$ cat src/rtl/mvdp_pkg.sv
`default_nettype none

package mvdp_pkg;

    localparam int OPCODE_W = 2;
    localparam int ROW_W    = 8;
    localparam int COL_W    = 6;
    localparam int DATA_W   = 16;
    localparam int PROD_W   = 2 * DATA_W;
    localparam int LOGIT_W  = 38;
    localparam int CFG_W    = 7;

    localparam logic [CFG_W-1:0] CFG_RESET = 7'd64;

    typedef enum logic [OPCODE_W-1:0] {
        OP_WRITE_WEIGHT = 2'd0,
        OP_WRITE_ACT    = 2'd1,
        OP_COMPUTE      = 2'd2
    } opcode_t;

    typedef enum logic [1:0] {
        ST_IDLE,
        ST_RUN,
        ST_DRAIN,
        ST_HOLD
    } state_t;

    typedef struct packed {
        logic clear;
        logic valid;
        logic last;
    } mac_ctrl_t;

endpackage

`default_nettype wire

$ cat src/rtl/mvdp_cell.sv
`default_nettype none

module mvdp_cell (
    input  wire logic                               clk,
    input  wire logic                               load_en,
    input  wire logic signed [mvdp_pkg::DATA_W-1:0] load_value,
    input  wire logic                               shift_en,
    input  wire logic signed [mvdp_pkg::DATA_W-1:0] shift_in,
    output logic signed      [mvdp_pkg::DATA_W-1:0] q
);

    logic signed [mvdp_pkg::DATA_W-1:0] q_reg;
    logic signed [mvdp_pkg::DATA_W-1:0] q_next;

    always_comb
    begin
        q_next = q_reg;
        if (load_en)
        begin
            q_next = load_value;
        end
        else if (shift_en)
        begin
            q_next = shift_in;
        end
    end

    always_ff @(posedge clk)
    begin
        q_reg <= q_next;
    end

    assign q = q_reg;

endmodule

`default_nettype wire

$ cat config.mk
export PLATFORM = sky130hd
export DESIGN_NAME = mvdp_cell
export DESIGN_NICKNAME = d
export VERILOG_FILES = /design/src/rtl/mvdp_pkg.sv /design/src/rtl/mvdp_cell.sv
export SDC_FILE = /design/constraint.sdc
export NUM_CORES = 1
export LEC_CHECK = 0
export BUFFER_PORTS_ARGS = -buffer_cell sky130_fd_sc_hd__buf_2
export CAP_MARGIN = 20
export CORE_MARGIN = 3
export CORE_UTILIZATION = 42
export DETAILED_ROUTE_END_ITERATION = 8
export PLACE_DENSITY = 0.81
export SYNTH_ARGS = -nofsm -noshare
export SYNTH_HDL_FRONTEND = slang
export SYNTH_SLANG_ARGS = --single-unit
export TNS_END_PERCENT = 20
$ cat constraint.sdc
create_clock -name clk -period 3.6 [get_ports clk]
set_input_delay 0.36 -clock clk [delete_from_list [all_inputs] [get_ports clk]]
set_output_delay 0.36 -clock clk [all_outputs]
set_load 0.01 [all_outputs]
==> results of run 1 <==
stage by stage:
stage | instance area, sq um | cells | utilization [%] | power [W] | hold slack [ns]
3_5_place_dp | 971 | 99 | 61.6 | 0.000314 | 0.664
3_3_place_gp | 971 | 99 | 61.6 | 0.000312 | 0.662
2_1_floorplan | 732 | 35 | - | 0.000279 | 0.577
5_1_grt | 993 | 102 | 63.0 | 0.000416 | 0.376
4_1_cts | 993 | 102 | 63.0 | 0.000399 | 0.378
6_report | 993 | 102 | 63.0 | 0.000396 | 0.381
cell usage after synthesis, drive strengths merged:
cell / count
edfxtp: 16
mux2: 16
buf: 2
or2: 1
cell type report:
class | count | area (sq um) | share of cell area (%)
clock buffers | 3 | 22.5 | 2.27
multi-input cells | 17 | 220 | 22.2
flip-flops and latches | 16 | 480 | 48.4
well taps | 16 | 20.0 | 2.02
repair buffers | 50 | 250 | 25.2
report_power, final:
part	total, W	leakage [nW]	internal, W	switching, W
combinational	0.0000752	0.300	0.0000432	0.0000321
sequential	0.000233	0.163	0.000228	0.00000438
clock	0.0000883	0.0138	0.0000387	0.0000496
cells by family (layout without fill, tap and decap cells):
family	Yosys count	in the layout	share of synthesized area, %
flops	16	16	65.6
simple gates	1	1	0.855
mux	16	16	29.2
buf+inv	2	53	4.27
final timing paths:
| path | to | slack [ns] | startpoint |
|---|---|---|---|
| min | q[1]$_DFFE_PP_ | 0.38 | shift_in[1] |
| max | q[4]$_DFFE_PP_ | 2.20 | load_en |
layer usage:
layer,track usage [%],vias up
met5,0,-
met1,11.5,227
li1,-,237
met4,6.45,0
met3,2.63,2
met2,22.4,26
==> impl_metrics.json, run 1 <==
{
  "final_common_cell": "buf_2",
  "cap_violations": 0,
  "cp-end-kind": "register",
  "setup-tns-final_ns": 0,
  "worst-path-buf-inv": 1,
  "min_path_type": "input port to register",
  "finalSetupViolCount": 0,
  "drt_iter0_drc": 0,
  "peakVddDrop_uv": 298,
  "synthCells": 35,
  "grt_setup_unrepaired": "false",
  "critical_path_arrival_ns": 1.32,
  "crit_path_start_kind": "input port",
  "synth.net_count": 70,
  "clock_path_buffers": 2,
  "grt_first_pass_wirelength_um": 1790,
  "max_freq_mhz": 712,
  "cts_tree": "yes",
  "postCtsHoldBufs": 0,
  "wl_per_cell_um": 12.5,
  "die_w_um": 47.7,
  "crit_fanout": 17,
  "netlist_area_sq_um": 732,
  "cts.reportedPaths.clkPinSlew_ns": 0.09,
  "ctsResizeCount": 0,
  "routed_wl_um": 1280,
  "dr_wl_met2_um": 699,
  "synth-seq-cells": 16,
  "yosysTopAreaCell": "edfxtp_1",
  "slew_viol_final": 0,
  "cts_setup_buffers": 0,
  "largest_reg_flops": 16,
  "diodes": 0,
  "ios": 51,
  "p_per_area_nw_per_um2": 399,
  "num_rows": 14,
  "die_h_um": 47.7,
  "p_leak_nw": 0.477,
  "tightestPinTransition_ns": 0.642,
  "critPathSlowestCell": "or2_1",
  "final_antenna_net_count": 0,
  "highest_layer": "met4",
  "mostFrequentLayoutCells": "50 x buf_2, 16 x edfxtp_1, 9 x mux2_4",
  "grt_pass1_vias": 465,
  "first_pass_iters": 1,
  "route.met3.wl_um": 125,
  "crit_type": "input port to register",
  "cpPeakStageDelay_ns": 0.59,
  "status": "complete, no violations",
  "port_buffers": 50,
  "fin_nets": 123,
  "cts_sinks": 16,
  "slew_headroom_pct": 57.2,
  "period_share_pct": 39.0,
  "grt_max_degree": 18,
  "wl_met1_um": 439,
  "area_delta_synth_final_pct": 35.7,
  "drc": 0,
  "drive_gt1_share_pct": 80.2,
  "crit_chain": "buf_2 -> or2_1",
  "cts_max_level": 1,
  "min_path_cells": 2,
  "cts_buffers": 3,
  "post-place-ws_ns": 1.87,
  "core_sq_um": 1580,
  "antenna_found_initial": 0,
  "overflow": 0,
  "grt_use_total_pct": 11.8,
  "clockRootBuffer": "clkbuf_4",
  "worst_ep_required_time_ns": 3.51,
  "worst_path_dominant_cell_family": "simple AND/OR/NAND/NOR gates",
  "place_congestion": 0.618,
  "synth_top_area_share_pct": 65.6,
  "syn_area_per_cell_sq_um": 20.9,
  "finalHoldViolCount": 0,
  "num-fill-cells": 129,
  "initial_core_util_pct": 46.4,
  "synth.distinct_cells": 6,
  "synth-seq-area-share_pct": 65.6,
  "synth_area_leaders": "edfxtp_1 66%, mux2_4 18%, mux2_2 11%",
  "yosys_warnings": 0,
  "via_count": 492,
  "finalCriticalPeriod_ns": 1.40,
  "vias_per_cell": 4.82,
  "die_area_sq_um": 2280,
  "fin_ws_ns": 2.20,
  "cp.depth": 2
}
Power figures use the tool's default switching activity.
==> run 2, diff against run 1 <==
--- a/config.mk
+++ b/config.mk
@@ -8,9 +8,9 @@
 export BUFFER_PORTS_ARGS = -buffer_cell sky130_fd_sc_hd__buf_2
 export CAP_MARGIN = 20
 export CORE_MARGIN = 3
-export CORE_UTILIZATION = 42
+export CORE_UTILIZATION = 39
 export DETAILED_ROUTE_END_ITERATION = 8
-export PLACE_DENSITY = 0.81
+export PLACE_DENSITY = 0.76
 export SYNTH_ARGS = -nofsm -noshare
 export SYNTH_HDL_FRONTEND = slang
 export SYNTH_SLANG_ARGS = --single-unit
==> constraint.sdc (replaced) <==
create_clock -name clk -period 1.3 [get_ports clk]
set_input_delay 0.13 -clock clk [delete_from_list [all_inputs] [get_ports clk]]
set_output_delay 0.13 -clock clk [all_outputs]
set_load 0.01 [all_outputs]
==> run 2 against run 1 <==
Against the previous run:
- hold slack worse by 0.24 ns
- setup slack worse by 1.8 ns
- core utilization is 4.4 points lower
- critical path type is now register to output pin
- largest power group unchanged
- highest routed layer unchanged
==> impl_metrics.json, run 2 (synthesis gave the netlist of run 1 again) <==
{
  "status": "complete, no violations",
  "first_pass_iters": 2,
  "worst-path-buf-inv": 1,
  "ctsResizeCount": 0,
  "overflow": 0,
  "vias_per_cell": 4.39,
  "setup-tns-final_ns": 0,
  "die_w_um": 49.3,
  "grt_first_pass_wirelength_um": 1940,
  "max_freq_mhz": 1070,
  "combPwrFrac_pct": 19.3,
  "via_count": 501,
  "cts_setup_buffers": 0,
  "min_to": "q[8]$_DFFE_PP_",
  "cts.reportedPaths.clkPinSlew_ns": 0.09,
  "worst_path_dominant_cell_family": "flip-flops",
  "drc": 0,
  "cp-end-kind": "output pin",
  "crit_type": "register to output pin",
  "grt_pass1_vias": 468,
  "crit_chain": "buf_2",
  "num_rows": 15,
  "clockRootBuffer": "clkbuf_4",
  "slew_viol_final": 0,
  "worst_ep_required_time_ns": 1.17,
  "p_int_w": 0.000867,
  "place_congestion": 0.659,
  "cts_tree": "yes",
  "seqPwrFrac_pct": 57.9,
  "finalSetupViolCount": 0,
  "die_h_um": 49.3,
  "fin_nets": 125,
  "holdWs_ns": 0.144,
  "cts_buffers": 3,
  "routed_wl_um": 1330,
  "die_area_sq_um": 2430,
  "grt_setup_unrepaired": "false",
  "port_buffers": 50,
  "critPathSlowestCell": "edfxtp_1",
  "ios": 51,
  "placed_area_sq_um": 997,
  "cts_max_level": 1,
  "largest_reg_flops": 16,
  "finalCriticalPeriod_ns": 0.937,
  "initial_core_util_pct": 41.9,
  "peakVddDrop_uv": 707,
  "wl_per_cell_um": 11.7,
  "cts_sinks": 16,
  "grt_max_degree": 17,
  "crit_fanout": 1,
  "worstHoldStart": "load_value[8]",
  "period_share_pct": 72.0,
  "p_leak_nw": 0.488,
  "min_path_type": "input port to register",
  "tightestPinTransition_ns": 0.659,
  "drive_gt1_share_pct": 79.8,
  "power.switching_w": 0.000246,
  "p_per_area_nw_per_um2": 1090,
  "slew_headroom_pct": 56.0,
  "grt_use_total_pct": 10.9,
  "diodes": 0,
  "cap_violations": 0,
  "antenna_found_initial": 0,
  "pwr-share-clk_pct": 22.8,
  "core_sq_um": 1750,
  "finalHoldViolCount": 0,
  "cpPeakStageDelay_ns": 0.38,
  "postCtsHoldBufs": 0,
  "final_common_cell": "buf_2",
  "drt_iter0_drc": 1,
  "area_delta_synth_final_pct": 39.8,
  "final_antenna_net_count": 0,
  "critical_path_arrival_ns": 0.81,
  "clock_path_buffers": 2,
  "swShare_pct": 22.1,
  "design_area_sq_um": 1020,
  "mostFrequentLayoutCells": "50 x buf_2, 16 x edfxtp_1, 9 x mux2_4",
  "min_path_cells": 2,
  "crit_path_start_kind": "register"
}
==> run 2: changes by cell type in the layout (fill, tap and decap cells not counted) <==
cell	before	now
buf_4	0	2
clkinv_1	0	1
==> run 2: power groups by stage <==
stage | logic (W) | registers [W] | clock network [W]
final | 0.000215 | 0.000645 | 0.000254
after global routing | 0.000232 | 0.000651 | 0.000280
after CTS | 0.000219 | 0.000646 | 0.000265
after detailed placement | 0.000219 | 0.000658 | 0
after global placement | 0.000213 | 0.000656 | 0
after floorplan | 0.0000805 | 0.000691 | 0
==> run 2: area by class of cell <==
| type | instances | area (sq um) |
|---|---|---|
| Timing Repair Buffer | 52 | 265 |
| Clock buffer | 3 | 22.5 |
| Tap cell | 25 | 31.3 |
| Fill cell | 153 | 722 |
| Multi-Input combinational cell | 17 | 220 |
| Sequential cell | 16 | 480 |
| Clock inverter | 1 | 3.75 |
==> run 2: stage by stage <==
step	utilization, %	total power, W	instances	worst slack, ns
finish	58.6	0.00111	114	0.363
CTS	58.6	0.00113	114	0.348
detailed placement	57.1	0.000877	110	0.149
global placement	57.1	0.000870	110	0.193
global route	58.6	0.00116	114	0.321
floorplan	-	0.000772	35	0.129
==> run 2: layer usage <==
metal / vias up / share of wire [%] / track usage, %
li1: 244 / - / -
met1: 227 / 35 / 10.5
met2: 28 / 54 / 19.2
met3: 2 / 10 / 5.81
met4: 0 / 0.98 / 4.27
met5: - / 0 / 0
==> run 2: worst max-delay path by stage <==
stage | from | to | slack, ns | cells after the start
6_report | q[7]$_DFFE_PP_ | q[7] | 0.36 | 1
5_1_grt | q[2]$_DFFE_PP_ | q[2] | 0.32 | 1
4_1_cts | q[2]$_DFFE_PP_ | q[2] | 0.35 | 1
3_5_place_dp | load_en | q[1]$_DFFE_PP_ | 0.15 | 2
3_3_place_gp | load_en | q[8]$_DFFE_PP_ | 0.19 | 2
2_1_floorplan | load_en | q[0]$_DFFE_PP_ | 0.13 | 3
