`src/rtl/mvdp_pkg.sv`:
```
`default_nettype none

package mvdp_pkg;

    localparam int OPCODE_W = 2;
    localparam int ROW_W    = 8;
    localparam int COL_W    = 6;
    localparam int DATA_W   = 16;
    localparam int PROD_W   = 2 * DATA_W;
    localparam int LOGIT_W  = 38;
    localparam int CFG_W    = 7;

    localparam logic [CFG_W-1:0] CFG_RESET = 7'd64;

    typedef enum logic [OPCODE_W-1:0] {
        OP_WRITE_WEIGHT = 2'd0,
        OP_WRITE_ACT    = 2'd1,
        OP_COMPUTE      = 2'd2
    } opcode_t;

    typedef enum logic [1:0] {
        ST_IDLE,
        ST_RUN,
        ST_DRAIN,
        ST_HOLD
    } state_t;

    typedef struct packed {
        logic clear;
        logic valid;
        logic last;
    } mac_ctrl_t;

endpackage

`default_nettype wire

```
`src/rtl/mvdp_mac.sv`:
```
`default_nettype none

module mvdp_mac (
    input  wire logic                                clk,
    input  wire logic                                rst_n,
    input  wire mvdp_pkg::mac_ctrl_t                 ctrl,
    input  wire logic signed [mvdp_pkg::DATA_W-1:0]  weight,
    input  wire logic signed [mvdp_pkg::DATA_W-1:0]  act,
    output logic signed      [mvdp_pkg::LOGIT_W-1:0] acc,
    output logic                                     done
);

    logic signed [mvdp_pkg::PROD_W-1:0]  prod_reg;
    logic                                pv_reg;
    logic                                plast_reg;
    logic signed [mvdp_pkg::LOGIT_W-1:0] acc_reg;
    logic signed [mvdp_pkg::LOGIT_W-1:0] acc_next;
    logic                                done_reg;

    always_ff @(posedge clk)
    begin
        prod_reg <= weight * act;
    end

    always_comb
    begin
        acc_next = acc_reg;
        if (ctrl.clear)
        begin
            acc_next = '0;
        end
        else if (pv_reg)
        begin
            acc_next = acc_reg + mvdp_pkg::LOGIT_W'(prod_reg);
        end
    end

    always_ff @(posedge clk)
    begin
        acc_reg <= acc_next;
    end

    always_ff @(posedge clk or negedge rst_n)
    begin
        if (!rst_n)
        begin
            pv_reg    <= 1'b0;
            plast_reg <= 1'b0;
            done_reg  <= 1'b0;
        end
        else
        begin
            pv_reg    <= ctrl.valid;
            plast_reg <= ctrl.last;
            done_reg  <= plast_reg;
        end
    end

    assign acc  = acc_reg;
    assign done = done_reg;

endmodule

`default_nettype wire

```
`config.mk`:
```
export PLATFORM = sky130hd
export DESIGN_NAME = mvdp_mac
export DESIGN_NICKNAME = d
export VERILOG_FILES = /design/src/rtl/mvdp_pkg.sv /design/src/rtl/mvdp_mac.sv
export SDC_FILE = /design/constraint.sdc
export NUM_CORES = 1
export LEC_CHECK = 0
export ABC_CLOCK_PERIOD_IN_PS = 2700
export BUFFER_PORTS_ARGS = -buffer_cell sky130_fd_sc_hd__buf_2
export CORE_UTILIZATION = 36
export DETAILED_ROUTE_END_ITERATION = 8
export GPL_TIMING_DRIVEN = 1
export SKIP_CTS_REPAIR_TIMING = 1
export SLEW_MARGIN = 15
export SYNTH_ARGS = -nofsm -noshare
export SYNTH_HDL_FRONTEND = slang
export SYNTH_SLANG_ARGS = --single-unit
```
`constraint.sdc`:
```
create_clock -name clk -period 2.7 [get_ports clk]
set_input_delay 0.135 -clock clk [delete_from_list [all_inputs] [get_ports clk]]
set_output_delay 0.135 -clock clk [all_outputs]
set_load 0.05 [all_outputs]
```
==> results.json, run 1 <==
{
  "status": "finished, violations left",
  "failed_checks": "setup timing",
  "crit_top_cell": "fa_2",
  "slew_viol_final": 0,
  "fin_skew_ns": 0.00809,
  "grt_pass1_vias": 11700,
  "multi_input_area_um2": 12200,
  "htreeDepth": 3,
  "final-hold-violation-count": 0,
  "synth.largest_area_cell": "fa_1",
  "register_area_um2": 1520,
  "avgSynthCellArea_um2": 9.12,
  "antenna_found_initial": 0,
  "num_vias": 11400,
  "synthTopCellsByArea": "fa_1, ha_1, dfxtp_1, inv_1, and2_1",
  "yosysWarnings": 0,
  "yosysSeqAreaShare": 0.107,
  "relSlewSlack": 0.629,
  "fin_cells": 2352,
  "grt_first_pass_wirelength_um": 58100,
  "wl_per_cell_um": 15.2,
  "critPathRequiredTime_ns": 2.97,
  "yosysTopAreaCellShare": 0.381,
  "cts_sinks": 73,
  "min_period_over_period": 1.97,
  "detail-route-antenna-nets": 0,
  "synth_enable_flop_cells": 0,
  "die_h_um": 198,
  "cp_slowest_cell": "fa_2",
  "cp_slowest_stage_delay_ns": 0.55,
  "path_buf_inv": 6,
  "grtUsageTotal": 0.186,
  "gr-total-overflow": 0,
  "synth_cell_types": 68,
  "drive_above_1_share": 0.335,
  "cp-end-kind": "register",
  "routed_via_density": 4.83,
  "dp_slack_ns": -3.08,
  "initial_core_util": 0.367,
  "largest_reg_flops": 38,
  "timing.final.ws_setup_ns": -2.62,
  "max_cap_violations": 0,
  "finalNetCount": 2255,
  "io_buffers": 75,
  "syn_to_final_growth_pct": 35.0,
  "ys_async_sr_fraction": 0.0411,
  "hpwl_um": 30400,
  "layout_common_cells": "inv_1, buf_4, fa_1",
  "cts_tree": "yes",
  "num_io_pins": 76,
  "setup_violations": 29,
  "critPathMaxFanout": 11,
  "ys_seq_elements": 73,
  "dp.cells": 2296,
  "worstSkewPairLatency_ns": 0.34,
  "die_w_um": 198,
  "syn_nets": 1934,
  "final_common_cell": "inv_1",
  "synth_flop_cell": "dfxtp_1",
  "dr.pass1.iters": 5,
  "tightest_slew_ns": 0.551,
  "fmax_mhz": 188,
  "fillers": 3572,
  "cp-start-kind": "primary input",
  "grt_max_degree": 30,
  "netlist_area_um2": 13800,
  "routed_wl_um": 35800,
  "numCtsBuffers": 9,
  "rsz0062_at_grt": "yes",
  "netlist_instances": 1515,
  "drtIter0Drc": 358,
  "cts_root_buf": "clkbuf_16",
  "n_antenna_cell": 0,
  "routabilityCongestion": 0.885,
  "path_cells": "buf_8 -> buf_6 -> and2_4 -> fa_2 -> inv_1 -> fa_2 -> fa_2 -> inv_2 -> fa_2 -> fa_1 -> inv_1 -> fa_1 -> inv_2 -> ha_4 -> a21oi_4 -> a21oi_1 -> a211o_1 -> a21bo_4 -> a41oi_4 -> nor3_2 -> or3_4 -> a21oi_4 -> xnor2_2",
  "fp.coreArea_um2": 37700,
  "worstHoldPathType": "in2async",
  "period_minus_slack_ns": 5.32,
  "cp.arrival_ns": 5.59,
  "hold_ws_ns": 0.128,
  "drc": 0,
  "die_area_um2": 39100,
  "crit_type": "in2reg",
  "num_rows": 71,
  "cts_max_path_buffers": 2,
  "clk_pin_slew_ns": 0.06,
  "path_delay_family": "adder cells"
}
==> final timing paths <==
| check | from | slack (ns) | depth (start not counted) | endpoint |
|---|---|---|---|---|
| worst max-delay path | weight[8] | -2.62 | 23 | prod_reg[31] |
| worst min-delay path | rst_n | 0.13 | 2 | plast_reg |
| worst max register to register | acc[0] | -0.09 | 12 | acc[22] |
| worst min register to register | plast_reg | 0.36 | 0 | done |
| max in group asynchronous | rst_n | 2.47 | 2 | done |
| min in group clk | ctrl[2] | 0.17 | 2 | acc[18] |
==> synth_stat cells, types with 4 or more instances <==
cell      number
o21a_1        12
nand3b_1       4
a21oi_1       55
buf_1          5
a21o_1        28
fa_1         263
nand2b_1       9
and3_1         6
or3_1          4
ha_1         119
inv_1        296
o31ai_1        4
xnor2_1       43
nand2_1      156
dfxtp_1       70
a211oi_1      14
o21bai_1       9
a31oi_1        6
nand4_1        6
and2_1       129
nor3_1        18
o21ai_0       29
nor2b_1        5
a31o_2         5
xor2_1        17
nor2_1        67
nand3_1       11
mux2i_1       16
clkbuf_1      43
==> layer usage <==
layer	up-vias	track usage	share of wire
met4	0	0.0497	0.019
met2	234	0.329	0.52
met3	43	0.0167	0.031
met1	5686	0.241	0.43
met5	-	0	0
li1	5387	-	-
==> cell type report <==
| type | count | area share |
|---|---|---|
| flip-flops and latches | 73 | 0.0814 |
| inverters | 297 | 0.0599 |
| well taps | 511 | 0.0343 |
| clock inverters | 4 | 0.00242 |
| multi-input cells | 1096 | 0.653 |
| clock buffers | 12 | 0.0127 |
| repair buffers | 359 | 0.156 |
==> per-stage QoR <==
stage,instance area [µm²],util,setup TNS [ns]
after CTS,17200,0.456,-55.68
after global routing,18600,0.495,-54.99
after floorplan,14500,-,-51.10
after detailed placement,16900,0.449,-65.22
after global placement,16900,0.449,-63.96
final,18600,0.495,-50.96
==> worst register-to-register path: stages (launching register included) <==
cell       delay [ns]
dfxtp_4          0.35
ha_4             0.16
inv_2            0.05
fa_2             0.22
nor2b_4          0.06
o31ai_4          0.29
a211oi_4         0.14
a21oi_4          0.26
o21ai_2          0.09
a2111o_1         0.38
o2111ai_2        0.11
mux2_4           0.32
a311o_1          0.26
==> kinds of logic (layout without fill, tap and decap cells) <==
kind of cell,Yosys count,in the layout,synth area share
compound gates,205,205,0.103
xor+xnor,60,60,0.0381
fa+ha+maj,382,382,0.489
buf+inv,346,672,0.0946
flops,73,73,0.107
mux,19,19,0.0140
simple gates,430,430,0.154
Power of run 1 is left out: the tool's default activity adds up to more than one toggle a clock period on the data nets, which glitch-free logic cannot reach.
==> run 2: changes to the inputs <==
--- a/config.mk
+++ b/config.mk
@@ -7,9 +7,10 @@
 export LEC_CHECK = 0
 export ABC_CLOCK_PERIOD_IN_PS = 2700
 export BUFFER_PORTS_ARGS = -buffer_cell sky130_fd_sc_hd__buf_2
-export CORE_UTILIZATION = 36
+export CORE_UTILIZATION = 55
 export DETAILED_ROUTE_END_ITERATION = 8
 export GPL_TIMING_DRIVEN = 1
+export PLACE_DENSITY = 0.76
 export SKIP_CTS_REPAIR_TIMING = 1
 export SLEW_MARGIN = 15
 export SYNTH_ARGS = -nofsm -noshare
==> results.json, run 2 (synthesis results as in run 1) <==
{
  "status": "finished, violations left",
  "failed_checks": "setup timing",
  "fillers": 1657,
  "cts_tree": "yes",
  "cts_sinks": 73,
  "r2r_slack_ns": -0.19,
  "cp-end-kind": "register",
  "crit_top_cell": "fa_1",
  "die_h_um": 160,
  "hold_ws_ns": 0.134,
  "fp.coreArea_um2": 24500,
  "die_area_um2": 25700,
  "dr.pass1.iters": 5,
  "final-hold-violation-count": 0,
  "min_period_over_period": 1.98,
  "worstHoldPathType": "in2async",
  "crit_start": "act[6]",
  "grt_max_degree": 23,
  "syn_to_final_growth_pct": 29.7,
  "rsz0062_at_grt": "yes",
  "path_delay_family": "adder cells",
  "numCtsBuffers": 9,
  "drc": 0,
  "antenna_found_initial": 0,
  "wl_per_cell_um": 16.9,
  "num_rows": 57,
  "period_minus_slack_ns": 5.34,
  "num_vias": 11600,
  "routed_via_density": 5.45,
  "fmax_mhz": 187,
  "grtUsageTotal": 0.268,
  "cp_slowest_stage_delay_ns": 0.52,
  "multi_input_area_um2": 12000,
  "timing.final.ws_setup_ns": -2.64,
  "num_io_pins": 76,
  "hpwl_um": 28800,
  "grt_first_pass_wirelength_um": 55900,
  "layout_common_cells": "inv_1, fa_1, buf_4",
  "die_w_um": 160,
  "setup_violations": 29,
  "final_common_cell": "inv_1",
  "crit_cells": 23,
  "cp-start-kind": "primary input",
  "htreeDepth": 3,
  "critPathMaxFanout": 6,
  "largest_reg_flops": 38,
  "gr-total-overflow": 0,
  "finalNetCount": 2222,
  "routabilityCongestion": 0.931,
  "reg2reg_from": "acc[0]",
  "max_cap_violations": 0,
  "n_antenna_cell": 0,
  "grt_pass1_vias": 11900,
  "clk_pin_slew_ns": 0.06,
  "crit_type": "in2reg",
  "routed_wl_um": 36100,
  "cts_max_path_buffers": 2,
  "cp.arrival_ns": 5.60,
  "initial_core_util": 0.565,
  "slew_viol_final": 0,
  "register_area_um2": 1520,
  "critPathRequiredTime_ns": 2.97,
  "path_cells": "buf_8 -> buf_6 -> and2_4 -> fa_1 -> inv_2 -> fa_1 -> fa_1 -> inv_2 -> fa_1 -> fa_1 -> inv_1 -> fa_1 -> inv_2 -> ha_4 -> a21o_1 -> a31o_2 -> a21oi_2 -> a21bo_4 -> a41oi_4 -> nor3_2 -> or3_1 -> a21oi_2 -> xnor2_1",
  "fin_skew_ns": 0.0109,
  "cp_slowest_cell": "fa_1",
  "timing.rr.end": "acc[22]",
  "worstSkewPairLatency_ns": 0.34,
  "reg2reg_depth": 12,
  "cts_root_buf": "clkbuf_16",
  "tightest_slew_ns": 0.582,
  "path_buf_inv": 6,
  "dp_slack_ns": -3.04,
  "detail-route-antenna-nets": 0,
  "io_buffers": 75,
  "relSlewSlack": 0.612,
  "drive_above_1_share": 0.312,
  "drtIter0Drc": 702
}
==> run 2: cell types whose count changed in the layout (fill, tap and decap cells not counted), moves of 4 or more <==
cell,delta
buf_4,-26
buf_6,-9
ha_1,+9
ha_4,-8
xnor2_1,+8
xnor2_2,-8
inv_2,-5
buf_2,+4
inv_1,+4
==> run 2: worst max path at each step <==
stage	endpoint	slack, ns
after floorplan	prod_reg[31]	-2.78
after global placement	prod_reg[31]	-2.93
after detailed placement	prod_reg[31]	-3.04
after CTS	prod_reg[31]	-2.69
after global routing	prod_reg[31]	-2.77
final	prod_reg[31]	-2.64
==> run 2: stage by stage <==
| stage | cells | setup TNS, ns | area (µm²) | util |
|---|---|---|---|---|
| after CTS | 2107 | -55.17 | 16900 | 0.689 |
| after global routing | 2132 | -55.01 | 17900 | 0.732 |
| after floorplan | 1515 | -51.10 | 14500 | - |
| after detailed placement | 2091 | -64.48 | 16500 | 0.676 |
| final | 2132 | -51.60 | 17900 | 0.732 |
| after global placement | 2091 | -62.25 | 16500 | 0.676 |
==> run 2: final cells by class <==
class,instances,share of cell area
Clock inverter,6,0.00461
Timing Repair Buffer,326,0.145
Clock buffer,10,0.0128
Inverter,297,0.0625
Sequential cell,73,0.0847
Multi-Input combinational cell,1096,0.667
Tap cell,324,0.0226
==> run 2: routing by layer <==
layer	wire, µm	GRT usage
met3	1530	0.0302
met2	19700	0.495
met5	0	0
met1	14100	0.329
met4	836	0.0753
Power of run 2 is left out for the same reason.
==> run 3: changes to the inputs <==
--- a/config.mk
+++ b/config.mk
@@ -8,6 +8,7 @@
 export ABC_CLOCK_PERIOD_IN_PS = 2700
 export BUFFER_PORTS_ARGS = -buffer_cell sky130_fd_sc_hd__buf_2
 export CORE_UTILIZATION = 55
+export CTS_BUF_LIST = sky130_fd_sc_hd__clkbuf_4 sky130_fd_sc_hd__clkbuf_8 sky130_fd_sc_hd__clkbuf_16
 export DETAILED_ROUTE_END_ITERATION = 8
 export GPL_TIMING_DRIVEN = 1
 export PLACE_DENSITY = 0.76
==> results.json, run 3 (synthesis results as in run 1) <==
{
  "timing.final.ws_setup_ns": -2.63,
  "routabilityCongestion": 0.931,
  "tightest_slew_ns": 0.580,
  "failed_checks": "setup timing",
  "wl_per_cell_um": 17.0,
  "dr.pass1.iters": 5,
  "min_period_over_period": 1.98,
  "grt_pass1_vias": 12000,
  "syn_to_final_growth_pct": 29.7,
  "postLayoutCoreUtil": 0.732,
  "largest_reg_flops": 38,
  "fmax_mhz": 187,
  "crit_top_cell": "fa_1",
  "final_common_cell": "inv_1",
  "critPathMaxFanout": 6,
  "drtIter0Drc": 678,
  "routed_wl_um": 36100,
  "slew_viol_final": 0,
  "timing.rr.end": "acc[22]",
  "cp_slowest_stage_delay_ns": 0.52,
  "die_w_um": 160,
  "final-hold-violation-count": 0,
  "grt_max_degree": 23,
  "dp_slack_ns": -3.04,
  "cp-end-kind": "register",
  "drc": 0,
  "num_vias": 11700,
  "worstHoldPathType": "in2async",
  "numCtsBuffers": 9,
  "drive_above_1_share": 0.312,
  "fin_skew_ns": 0.00961,
  "period_minus_slack_ns": 5.33,
  "cts_max_path_buffers": 2,
  "clk_pin_slew_ns": 0.06,
  "path_delay_family": "adder cells",
  "num_io_pins": 76,
  "fp.coreArea_um2": 24500,
  "fillers": 1659,
  "cts_root_buf": "clkbuf_16",
  "routed.top_layer": "met4",
  "wl_met2_um": 19900,
  "finalNetCount": 2221,
  "grt_first_pass_wirelength_um": 56100,
  "reg2reg_from": "acc[0]",
  "worstSkewPairLatency_ns": 0.34,
  "antenna_found_initial": 0,
  "fin_cells": 2131,
  "n_antenna_cell": 0,
  "layout_common_cells": "inv_1, fa_1, buf_4",
  "wl_met3_um": 1570,
  "detail-route-antenna-nets": 0,
  "path_buf_inv": 6,
  "path_cells": "buf_8 -> buf_6 -> and2_4 -> fa_1 -> inv_2 -> fa_1 -> fa_1 -> inv_2 -> fa_1 -> fa_1 -> inv_1 -> fa_1 -> inv_2 -> ha_4 -> a21o_1 -> a31o_2 -> a21oi_2 -> a21bo_4 -> a41oi_4 -> nor3_2 -> or3_1 -> a21oi_2 -> xnor2_1",
  "setup_violations": 30,
  "routed_via_density": 5.47,
  "hpwl_um": 28800,
  "htreeDepth": 3,
  "crit_type": "in2reg",
  "grtUsageTotal": 0.269,
  "cp.arrival_ns": 5.60,
  "rsz0062_at_grt": "yes",
  "gr-total-overflow": 0,
  "io_buffers": 75,
  "initial_core_util": 0.565,
  "wl_met1_um": 14000,
  "die_h_um": 160,
  "dp.cells": 2091,
  "max_cap_violations": 0,
  "die_area_um2": 25700,
  "cts_tree": "yes",
  "num_rows": 57,
  "cts_sinks": 73,
  "relSlewSlack": 0.613,
  "cp-start-kind": "primary input",
  "status": "finished, violations left",
  "cp_slowest_cell": "fa_1",
  "critPathRequiredTime_ns": 2.97,
  "r2r_slack_ns": -0.18,
  "reg2reg_depth": 12
}
[run 3: cell count changes in the layout (fill, tap and decap cells not counted), sizes merged]
cell  before  now
buf      319  318
[run 3: worst max-delay path by stage]
stage | slack, ns | depth (start not counted) | startpoint | endpoint
6_report | -2.63 | 23 | act[6] | prod_reg[31]
5_1_grt | -2.77 | 22 | act[12] | prod_reg[31]
4_1_cts | -2.69 | 22 | weight[9] | prod_reg[31]
3_5_place_dp | -3.04 | 22 | weight[9] | prod_reg[31]
3_3_place_gp | -2.93 | 21 | weight[15] | prod_reg[31]
2_1_floorplan | -2.78 | 23 | act[5] | prod_reg[31]
[run 3: final cells by class]
class / count / area, µm² / share of cell area
inverter: 297 / 1120 / 0.0625
clock buffer: 10 / 233 / 0.0130
sequential: 73 / 1520 / 0.0847
timing repair buffer: 325 / 2600 / 0.145
clock inverter: 6 / 82.6 / 0.00461
multi-input combinational: 1096 / 12000 / 0.668
tap: 324 / 405 / 0.0226
[run 3: through the flow]
step,TNS [ns],hold WS (ns),area (µm²)
after floorplan,-51.10,-0.161,14500
after global placement,-62.25,-0.0702,16500
after detailed placement,-64.48,-0.0639,16500
after CTS,-55.17,-0.429,16900
after global routing,-55.01,0.139,17900
final,-51.56,0.139,17900
[run 3: routing by layer]
| layer | global-route usage | vias up |
|---|---|---|
| li1 | - | 5309 |
| met2 | 0.500 | 351 |
| met4 | 0.0697 | 0 |
| met3 | 0.0276 | 61 |
| met5 | 0 | - |
| met1 | 0.331 | 5933 |
Power of run 3 is left out for the same reason.
